## src/hdl/clcd_pkg.sv

```systemverilog
// shared constants, command decode and pointer arithmetic for the
// character lcd controller; no dependencies
`default_nettype none
package clcd_pkg;

  localparam int DDRAM_SIZE = 80;
  localparam int CGRAM_SIZE = 64;
  localparam int DD_AW      = $clog2(DDRAM_SIZE);
  localparam int CG_AW      = $clog2(CGRAM_SIZE);

  localparam logic [7:0] SPACE_CHAR = 8'd32;
  localparam logic [DD_AW-1:0] DD_LAST    = DD_AW'(DDRAM_SIZE - 1);
  localparam logic [DD_AW-1:0] SHORT_LAST = DD_AW'(39);
  localparam logic [DD_AW-1:0] SHORT_LEN  = DD_AW'(40);

  typedef enum logic [2:0] {
    CMD_CLEAR,
    CMD_HOME,
    CMD_ENTRY,
    CMD_DISPLAY,
    CMD_SHIFT,
    CMD_FUNCTION,
    CMD_SET_CGRAM,
    CMD_SET_DDRAM
  } cmd_t;

  // highest set bit picks the command
  function automatic cmd_t cmd_decode(input logic [7:0] c);
    cmd_t k;
    if (c[7])      k = CMD_SET_DDRAM;
    else if (c[6]) k = CMD_SET_CGRAM;
    else if (c[5]) k = CMD_FUNCTION;
    else if (c[4]) k = CMD_SHIFT;
    else if (c[3]) k = CMD_DISPLAY;
    else if (c[2]) k = CMD_ENTRY;
    else if (c[1]) k = CMD_HOME;
    else           k = CMD_CLEAR;
    return k;
  endfunction

  // shift offset wraps within one line
  function automatic logic [DD_AW-1:0] next_shift(input logic [DD_AW-1:0] s,
                                                  input logic up,
                                                  input logic short_lines);
    logic [DD_AW-1:0] last;
    logic [DD_AW-1:0] r;
    last = short_lines ? SHORT_LAST : DD_LAST;
    if (up) r = (s >= last) ? '0 : s + 1'b1;
    else    r = (s == '0) ? last : s - 1'b1;
    return r;
  endfunction

  // address counter wraps over the whole display ram
  function automatic logic [DD_AW-1:0] next_addr(input logic [DD_AW-1:0] a,
                                                 input logic up);
    logic [DD_AW-1:0] r;
    if (up) r = (a >= DD_LAST) ? '0 : a + 1'b1;
    else    r = (a == '0) ? DD_LAST : a - 1'b1;
    return r;
  endfunction

  // set ddram address: fold the second line of 40-char mode, then wrap
  function automatic logic [DD_AW-1:0] ddram_addr(input logic [DD_AW-1:0] a,
                                                  input logic short_lines);
    logic [DD_AW-1:0] t;
    t = a;
    if (short_lines && (a > DD_AW'(63))) t = a - DD_AW'(24);
    if (t > DD_LAST) t = t - DD_AW'(DDRAM_SIZE);
    return t;
  endfunction

endpackage
`default_nettype wire

```

## src/hdl/char_lcd_controller.sv

```systemverilog
// character lcd controller top level: bus strobe decode, command execution,
// display and glyph rams; depends on clcd_pkg, clcd_ram, clcd_cell_map
//
// usage:
//   an item is taken when start is high and busy is low. in_req_type 0 is a
//   bus strobe (in_rs, in_bus_data), 1 is a screen cell fetch (in_row,
//   in_col, in_glyph_line). every item gives one result, shown for one cycle
//   with out_valid high; the receiver cannot stall, so results are never held.
//   status outputs always show the live controller state.
//   results and throughput:
//     strobe other than clear: result in the cycle after the item, busy stays
//       low, so one strobe per cycle
//     cell fetch: result after the display ram read followed by the
//       dependent glyph ram read
//     clear: result at the end of the sweep, one display ram entry written
//       per cycle by the sweep
//   reset: rst_n low clears all control state; after release an init
//   pass fills the display ram with spaces and the glyph ram with zero,
//   with busy high and no result.
`default_nettype none
module char_lcd_controller (
  input  wire logic       clk,
  input  wire logic       rst_n,
  input  wire logic       start,
  output logic            busy,
  input  wire logic       in_req_type,
  input  wire logic       in_rs,
  input  wire logic [7:0] in_bus_data,
  input  wire logic [1:0] in_row,
  input  wire logic [4:0] in_col,
  input  wire logic [2:0] in_glyph_line,
  output logic            out_valid,
  output logic [7:0]      out_char_code,
  output logic [7:0]      out_pattern_row,
  output logic            out_cursor_here,
  output logic            out_display_on,
  output logic            out_cursor_blink,
  output logic [clcd_pkg::DD_AW-1:0] out_address_counter,
  output logic [clcd_pkg::CG_AW-1:0] out_cgram_address,
  output logic [clcd_pkg::DD_AW-1:0] out_shift_position,
  output logic            out_four_bit_mode,
  output logic            out_forty_char_lines,
  output logic            out_awaiting_low_nibble,
  output logic            out_selects_cgram
);
  import clcd_pkg::*;

  typedef enum logic [2:0] {
    S_INIT,
    S_IDLE,
    S_CLEAR,
    S_GLYPH,
    S_PAT
  } state_t;

  state_t           state_r, state_nxt;
  logic [DD_AW-1:0] cnt_r, cnt_nxt;
  logic [DD_AW-1:0] ddram_ptr_r, ddram_ptr_nxt;
  logic [CG_AW-1:0] cgram_ptr_r, cgram_ptr_nxt;
  logic [DD_AW-1:0] shift_r, shift_nxt;
  logic             dec_r, dec_nxt;
  logic             ashift_r, ashift_nxt;
  logic             disp_r, disp_nxt;
  logic             cur_en_r, cur_en_nxt;
  logic             blink_r, blink_nxt;
  logic             narrow_r, narrow_nxt;
  logic             short_r, short_nxt;
  logic             phase_r, phase_nxt;
  logic [3:0]       held_r, held_nxt;
  logic             wtg_r, wtg_nxt;
  logic [2:0]       line_r, line_nxt;
  logic             cur_hit_r, cur_hit_nxt;
  logic             out_valid_r, out_valid_nxt;
  logic [7:0]       code_r, code_nxt;
  logic [7:0]       pat_r, pat_nxt;
  logic             cur_out_r, cur_out_nxt;

  logic             accept;
  logic [7:0]       byte_val;
  logic [DD_AW-1:0] cell_pos;

  logic             dd_we;
  logic [DD_AW-1:0] dd_waddr;
  logic [7:0]       dd_wdata;
  logic [7:0]       dd_rdata;
  logic             cg_we;
  logic [CG_AW-1:0] cg_waddr;
  logic [7:0]       cg_wdata;
  logic [CG_AW-1:0] cg_raddr;
  logic [7:0]       cg_rdata;

  clcd_cell_map u_map (
    .row         (in_row),
    .col         (in_col),
    .shift       (shift_r),
    .short_lines (short_r),
    .pos         (cell_pos)
  );

  clcd_ram #(.WIDTH(8), .DEPTH(DDRAM_SIZE)) u_ddram (
    .clk   (clk),
    .we    (dd_we),
    .waddr (dd_waddr),
    .wdata (dd_wdata),
    .raddr (cell_pos),
    .rdata (dd_rdata)
  );

  clcd_ram #(.WIDTH(8), .DEPTH(CGRAM_SIZE)) u_cgram (
    .clk   (clk),
    .we    (cg_we),
    .waddr (cg_waddr),
    .wdata (cg_wdata),
    .raddr (cg_raddr),
    .rdata (cg_rdata)
  );

  assign busy     = (state_r != S_IDLE);
  assign accept   = start && !busy;
  assign byte_val = narrow_r ? {held_r, in_bus_data[7:4]} : in_bus_data;
  // glyph row of a user character: code low bits and line
  assign cg_raddr = {dd_rdata[2:0], line_r};

  always_comb begin
    state_nxt     = state_r;
    cnt_nxt       = cnt_r;
    ddram_ptr_nxt = ddram_ptr_r;
    cgram_ptr_nxt = cgram_ptr_r;
    shift_nxt     = shift_r;
    dec_nxt       = dec_r;
    ashift_nxt    = ashift_r;
    disp_nxt      = disp_r;
    cur_en_nxt    = cur_en_r;
    blink_nxt     = blink_r;
    narrow_nxt    = narrow_r;
    short_nxt     = short_r;
    phase_nxt     = phase_r;
    held_nxt      = held_r;
    wtg_nxt       = wtg_r;
    line_nxt      = line_r;
    cur_hit_nxt   = cur_hit_r;
    out_valid_nxt = 1'b0;
    code_nxt      = code_r;
    pat_nxt       = pat_r;
    cur_out_nxt   = cur_out_r;
    dd_we         = 1'b0;
    dd_waddr      = ddram_ptr_r;
    dd_wdata      = byte_val;
    cg_we         = 1'b0;
    cg_waddr      = cgram_ptr_r;
    cg_wdata      = byte_val;

    unique case (state_r)
      S_INIT: begin
        dd_we    = 1'b1;
        dd_waddr = cnt_r;
        dd_wdata = SPACE_CHAR;
        cg_we    = (cnt_r < DD_AW'(CGRAM_SIZE));
        cg_waddr = cnt_r[CG_AW-1:0];
        cg_wdata = 8'd0;
        if (cnt_r == DD_LAST) begin
          state_nxt = S_IDLE;
          cnt_nxt   = '0;
        end else begin
          cnt_nxt = cnt_r + 1'b1;
        end
      end

      S_IDLE: begin
        if (accept) begin
          if (in_req_type) begin
            line_nxt    = in_glyph_line;
            cur_hit_nxt = (cell_pos == ddram_ptr_r) && cur_en_r;
            state_nxt   = S_GLYPH;
          end else begin
            code_nxt      = 8'd0;
            pat_nxt       = 8'd0;
            cur_out_nxt   = 1'b0;
            out_valid_nxt = 1'b1;
            if (narrow_r && !phase_r) begin
              held_nxt  = in_bus_data[7:4];
              phase_nxt = 1'b1;
            end else begin
              phase_nxt = 1'b0;
              if (in_rs) begin
                if (wtg_r) begin
                  cg_we         = 1'b1;
                  cgram_ptr_nxt = cgram_ptr_r + 1'b1;
                end else begin
                  dd_we         = 1'b1;
                  ddram_ptr_nxt = next_addr(ddram_ptr_r, !dec_r);
                  if (ashift_r) shift_nxt = next_shift(shift_r, !dec_r, short_r);
                end
              end else begin
                unique case (cmd_decode(byte_val))
                  CMD_CLEAR: begin
                    ddram_ptr_nxt = '0;
                    shift_nxt     = '0;
                    cnt_nxt       = '0;
                    out_valid_nxt = 1'b0;
                    state_nxt     = S_CLEAR;
                  end
                  CMD_HOME: begin
                    ddram_ptr_nxt = '0;
                    shift_nxt     = '0;
                  end
                  CMD_ENTRY: begin
                    dec_nxt    = !byte_val[1];
                    ashift_nxt = byte_val[0];
                  end
                  CMD_DISPLAY: begin
                    disp_nxt   = byte_val[2];
                    cur_en_nxt = byte_val[1];
                    blink_nxt  = byte_val[0];
                  end
                  CMD_SHIFT: begin
                    if (byte_val[3]) shift_nxt = next_shift(shift_r, byte_val[2], short_r);
                    else             ddram_ptr_nxt = next_addr(ddram_ptr_r, byte_val[2]);
                  end
                  CMD_FUNCTION: begin
                    narrow_nxt = !byte_val[4];
                    short_nxt  = byte_val[3];
                    if (byte_val[3] && (shift_r > SHORT_LAST)) shift_nxt = shift_r - SHORT_LEN;
                  end
                  CMD_SET_CGRAM: begin
                    cgram_ptr_nxt = byte_val[CG_AW-1:0];
                    wtg_nxt       = 1'b1;
                  end
                  CMD_SET_DDRAM: begin
                    ddram_ptr_nxt = ddram_addr(byte_val[DD_AW-1:0], short_r);
                    wtg_nxt       = 1'b0;
                  end
                  default: ;
                endcase
              end
            end
          end
        end
      end

      S_CLEAR: begin
        dd_we    = 1'b1;
        dd_waddr = cnt_r;
        dd_wdata = SPACE_CHAR;
        if (cnt_r == DD_LAST) begin
          cnt_nxt       = '0;
          state_nxt     = S_IDLE;
          out_valid_nxt = 1'b1;
        end else begin
          cnt_nxt = cnt_r + 1'b1;
        end
      end

      S_GLYPH: begin
        // display ram data arrives now, glyph read goes out
        code_nxt  = dd_rdata;
        state_nxt = S_PAT;
      end

      S_PAT: begin
        pat_nxt       = (code_r < 8'd8) ? cg_rdata : 8'd0;
        cur_out_nxt   = cur_hit_r;
        out_valid_nxt = 1'b1;
        state_nxt     = S_IDLE;
      end

      default: state_nxt = S_INIT;
    endcase
  end

  always_ff @(posedge clk) begin
    if (!rst_n) begin
      state_r     <= S_INIT;
      cnt_r       <= '0;
      ddram_ptr_r <= '0;
      cgram_ptr_r <= '0;
      shift_r     <= '0;
      dec_r       <= 1'b0;
      ashift_r    <= 1'b0;
      disp_r      <= 1'b0;
      cur_en_r    <= 1'b0;
      blink_r     <= 1'b0;
      narrow_r    <= 1'b0;
      short_r     <= 1'b0;
      phase_r     <= 1'b0;
      held_r      <= '0;
      wtg_r       <= 1'b0;
      out_valid_r <= 1'b0;
    end else begin
      state_r     <= state_nxt;
      cnt_r       <= cnt_nxt;
      ddram_ptr_r <= ddram_ptr_nxt;
      cgram_ptr_r <= cgram_ptr_nxt;
      shift_r     <= shift_nxt;
      dec_r       <= dec_nxt;
      ashift_r    <= ashift_nxt;
      disp_r      <= disp_nxt;
      cur_en_r    <= cur_en_nxt;
      blink_r     <= blink_nxt;
      narrow_r    <= narrow_nxt;
      short_r     <= short_nxt;
      phase_r     <= phase_nxt;
      held_r      <= held_nxt;
      wtg_r       <= wtg_nxt;
      out_valid_r <= out_valid_nxt;
    end
    line_r    <= line_nxt;
    cur_hit_r <= cur_hit_nxt;
    code_r    <= code_nxt;
    pat_r     <= pat_nxt;
    cur_out_r <= cur_out_nxt;
  end

  assign out_valid               = out_valid_r;
  assign out_char_code           = code_r;
  assign out_pattern_row         = pat_r;
  assign out_cursor_here         = cur_out_r;
  assign out_display_on          = disp_r;
  assign out_cursor_blink        = blink_r;
  assign out_address_counter     = ddram_ptr_r;
  assign out_cgram_address       = cgram_ptr_r;
  assign out_shift_position      = shift_r;
  assign out_four_bit_mode       = narrow_r;
  assign out_forty_char_lines    = short_r;
  assign out_awaiting_low_nibble = phase_r;
  assign out_selects_cgram       = wtg_r;

endmodule
`default_nettype wire

```

## src/hdl/clcd_ram.sv

```systemverilog
// generic single-clock ram, one write port and one registered read port
// no dependencies
`default_nettype none
module clcd_ram #(
  parameter int WIDTH = 8,
  parameter int DEPTH = 64,
  localparam int AW   = $clog2(DEPTH)
) (
  input  wire logic             clk,
  input  wire logic             we,
  input  wire logic [AW-1:0]    waddr,
  input  wire logic [WIDTH-1:0] wdata,
  input  wire logic [AW-1:0]    raddr,
  output logic      [WIDTH-1:0] rdata
);

  logic [WIDTH-1:0] mem [DEPTH];

  always_ff @(posedge clk) begin
    if (we) begin
      mem[waddr] <= wdata;
    end
    rdata <= mem[raddr];
  end

endmodule
`default_nettype wire

```

## src/hdl/clcd_cell_map.sv

```systemverilog
// maps a screen row and column through the display shift to a ddram address
// depends on clcd_pkg
`default_nettype none
module clcd_cell_map (
  input  wire logic [1:0]                row,
  input  wire logic [4:0]                col,
  input  wire logic [clcd_pkg::DD_AW-1:0] shift,
  input  wire logic                      short_lines,
  output logic      [clcd_pkg::DD_AW-1:0] pos
);
  import clcd_pkg::*;

  logic [4:0]       col_c;
  logic [DD_AW-1:0] row_base;
  logic [DD_AW-1:0] base;
  logic [DD_AW:0]   sum;
  logic [DD_AW:0]   adj;
  logic             over;

  always_comb begin
    col_c = (col > 5'd19) ? 5'd19 : col;
    unique case (row)
      2'd0:    row_base = DD_AW'(0);
      2'd1:    row_base = DD_AW'(40);
      2'd2:    row_base = DD_AW'(20);
      default: row_base = DD_AW'(60);
    endcase
    base = row_base + DD_AW'(col_c);
    sum  = {1'b0, base} + {1'b0, shift};
    // first line of a 40-char display wraps at 39, everything else at 79
    if (short_lines && (base < SHORT_LEN)) over = sum > (DD_AW+1)'(SHORT_LAST);
    else                                   over = sum > (DD_AW+1)'(DD_LAST);
    if (over) adj = sum - (short_lines ? (DD_AW+1)'(40) : (DD_AW+1)'(DDRAM_SIZE));
    else      adj = sum;
    pos = (adj > (DD_AW+1)'(DD_LAST)) ? DD_LAST : adj[DD_AW-1:0];
  end

endmodule
`default_nettype wire

```

## config.mk

```make
export PLATFORM = sky130hd
export DESIGN_NAME = char_lcd_controller
export DESIGN_NICKNAME = d
export VERILOG_FILES = /design/src/hdl/clcd_pkg.sv /design/src/hdl/char_lcd_controller.sv /design/src/hdl/clcd_ram.sv /design/src/hdl/clcd_cell_map.sv
export SDC_FILE = /design/constraint.sdc
export NUM_CORES = 2
export LEC_CHECK = 0
export BUFFER_PORTS_ARGS = -buffer_cell sky130_fd_sc_hd__buf_2
export CORE_ASPECT_RATIO = 0.6
export CORE_MARGIN = 4
export CORE_UTILIZATION = 30
export DETAILED_ROUTE_END_ITERATION = 8
export PLACE_DENSITY_LB_ADDON = 0.3
export SKIP_LAST_GASP = 1
export SLEW_MARGIN = 20
export SYNTH_ARGS = -nofsm -noshare
export SYNTH_HDL_FRONTEND = slang
export SYNTH_SLANG_ARGS = --single-unit
```

## constraint.sdc

```tcl
create_clock -name clk -period 8.1 [get_ports clk]
set_input_delay 0 -clock clk [delete_from_list [all_inputs] [get_ports clk]]
set_output_delay 0 -clock clk [all_outputs]
set_load 0.03 [all_outputs]
```

==> impl_results.md <==
* Run status: finished clean
* Min-Delay Path Class: in2reg
* Worst IR Drop VDD at ~0.00017 V
* First-pass GRT wire length at 228 mm
* Final worst setup slack at 1.98 ns
* Placed Area at 54800 µm²
* #FFs+latches synth at 1233
* Input/output buffers at 67
* IO Pins at 68
* RSZ-0062 raised after global routing: false
* Top-count cell post-synth: edfxtp_1
* Critical path class: reg2reg
* Clock skew at between 0.09 and 0.1 ns
* DRC at 0
* Initial DRC count at ~4800
* Area Overhead vs Synth at 14.3%
* CTS tree: yes
* Tot GR Track Use at 0.177
* Required time worst endpoint at 8.80 ns
* Synth unique cells at 86
* Area occupied by multi-input gates at 14400 µm²
* Clk sinks at 1233
* CP Capture Type: flip-flop
* Post-route ant nets at 0
* Reg2reg end: u_ddram.rdata[3]
* Cell area after layout at 58900 µm²
* Post-CTS Resized at 0
* Die area at 179000 µm²
* Vias in the first global route at 29620
* WP data arrival at 6.83 ns
* Avg WL per Cell at roughly 28 µm
* Htree depth at 3
* Mean Syn Cell Area at 15.6 µm²
* R2R cell count at 19
* Antenna violations before repair at 9
* Worst reg2reg setup slack at between 1.5 and 2 ns
* Post-detailed-placement half-perimeter wirelength at 105 mm
* Final setup violation count at 0
* Cells after DPL at roughly 5500
* Sequential-to-total area share from yosys stat at 0.707
* Grt total ovfl at 0
* Power Total at 14.0 mW
* Layout cells sized above 1 at 0.168
* Reg2reg start: out_shift_position[0]
* YS warnings at 0
* Max clock buf depth at 3
* Power Density at 238 nW/µm²
* Initial DRT Pass Iterations at 9
* Area leader, netlist: edfxtp_1
* Hold Slack at 0.109 ns
* Synth top cells by count: edfxtp_1 (1173), nor2_1 (303), nand2_1 (263)
* Pre-CTS WS at 1.73 ns
* WHS Endpoint: held_r[1]
* Core Util, Final at 0.346
* Max-slew violation count at 0
* Core Area at 170000 µm²
* Min Tclk post-route at 6.12 ns
* Post-synth EDFFs at approximately 1200
* Peak Freq at about 160 MHz
* Hold Path Cell Cnt at 4
* Hold_sp: in_bus_data[5]
* Synth top area share at 0.683
* Initial core utilization at 0.303
* Final std cells w/o fill at about 5800
* Max-cap viol count at 0
* Worst rel slew slack at 0.156
* Prevailing post-synth register cell: edfxtp_1
* Total CTS buffers at 117
* Leakage at 19.0 nW
* Syn nets at 3361
* Synth top area cells: edfxtp_1 (68%), mux4_2 (8.0%), dfxtp_1 (2.3%), nor2_1 (2.2%), nand2_1 (1.9%)
* Crit Path Max Fanout at 42
* Largest net degree at the start of global routing at 87
* Worst setup SP type: flip-flop
* Tcrit/Tclk final at 0.756
* GPL Wtd Cong at ~0.96
* FP Rows at 117
* Seq. cell area at roughly 36000 µm²
* # fillers at between 15000 and 20000
* Worst-Margin Slew at 1.26 ns
* Final hold viol count at 0
* Syn Std Cell Area at 51500 µm²
* Drt via density at 5.48
* Detailed Route WL at 161 mm
* Clk Tree Root Cell: clkbuf_16
* Worst-path clk slew at 0.07 ns
* Mapped Cells at 3305
* Fraction of registers with async set/reset at 0
* Die W at around 540 µm
* Insertion delay of the later-clocked pin in the worst-skew pair at 0.77 ns
* Final Net Count at 3450
* Via count at 31526
* Height of the die at 329 µm
* Final setup TNS at 0 ns
==> critical path, cell delays in order (launching register included) <==
cell	delay, ns
dfxtp_1	0.53
ha_4	0.19
inv_1	0.05
fa_2	0.42
nand2b_1	0.20
a21o_1	0.25
a211oi_1	0.39
inv_1	0.12
ha_1	0.34
xnor2_1	0.42
o211ai_1	0.23
and3_1	0.38
buf_4	0.29
a21oi_4	0.69
buf_12	0.31
a32oi_1	0.16
o2111ai_1	0.34
o311ai_0	0.29
o31a_1	0.35
nand3_1	0.07
==> report_power, final <==
part | switching, mW | internal [mW] | total, mW
Sequential | 0.0514 | 6.94 | 7.00
Combinational | 1.02 | 0.449 | 1.47
Clock | 2.50 | 3.04 | 5.54
==> worst max path at each step <==
stage	to	cells after the start	slack, ns	from
floorplan	u_ddram.rdata[1]	23	3.40	in_col[2]
global placement	u_ddram.rdata[2]	26	1.76	in_col[4]
detailed placement	u_ddram.rdata[2]	26	1.73	in_col[4]
CTS	u_ddram.rdata[2]	20	2.14	out_shift_position[0]
global route	u_ddram.rdata[6]	17	1.69	out_shift_position[2]
finish	u_ddram.rdata[3]	19	1.98	out_shift_position[0]
==> sequential cells by signal, summed over array words and instances, names as in the netlist, 3 cells and up <==
register,flops
cnt_r,7
out_char_code,8
held_r,4
line_r,3
u_ddram.mem,640
state_r,3
out_shift_position,7
out_cgram_address,6
u_cgram.mem,512
out_address_counter,7
out_pattern_row,8
u_cgram.rdata,8
u_ddram.rdata,8
==> layout make-up <==
cell class | instances | share of cell area
clock inverter | 64 | 0.0110
timing repair buffer | 171 | 0.0217
antenna | 2 | 0.0000850
tap | 2261 | 0.0480
inverter | 41 | 0.00266
sequential | 1233 | 0.619
multi-input combinational | 1830 | 0.244
clock buffer | 153 | 0.0536
==> cell usage in the layout (no fill, tap or decap), drive strengths merged, types with 20 or more instances in the layout <==
cell type	n
a211oi	48
a21oi	109
a31oi	39
and2	51
buf	151
clkbuf	153
clkinv	45
dfxtp	60
dlygate4sd3	20
edfxtp	1173
ha	30
inv	44
mux2	27
mux2i	87
mux4	184
nand2	263
nand2b	22
nand3	73
nor2	304
nor3	50
o211ai	26
o21ai	116
o221ai	34
o22ai	41
o311ai	25
xnor2	23
==> layer usage <==
layer  global-route usage  vias to the layer above  share of wire
met5                    0                        -        0.00012
met3               0.0669                      188           0.14
li1                     -                    13287              -
met4               0.0312                        2          0.016
met1                0.284                    16238           0.47
met2                0.220                     1811           0.38
==> cells by family after synthesis <==
logic type / Yosys count / synth area share
adders and majority gates: 33 / 0.00845
xor gates and xnor gates: 32 / 0.00558
and+or+nand+nor: 857 / 0.0748
muxes: 298 / 0.103
AOI/OAI and AO/OA: 610 / 0.0824
buffers and inverters: 242 / 0.0189
DFF: 1233 / 0.707
==> repair_timing <==
item | CTS | global route
endpoints found under the hold margin | 64 | 0
hold buffers | 20 | 0
setup buffers | 0 | 0
Power figures use the tool's default switching activity.
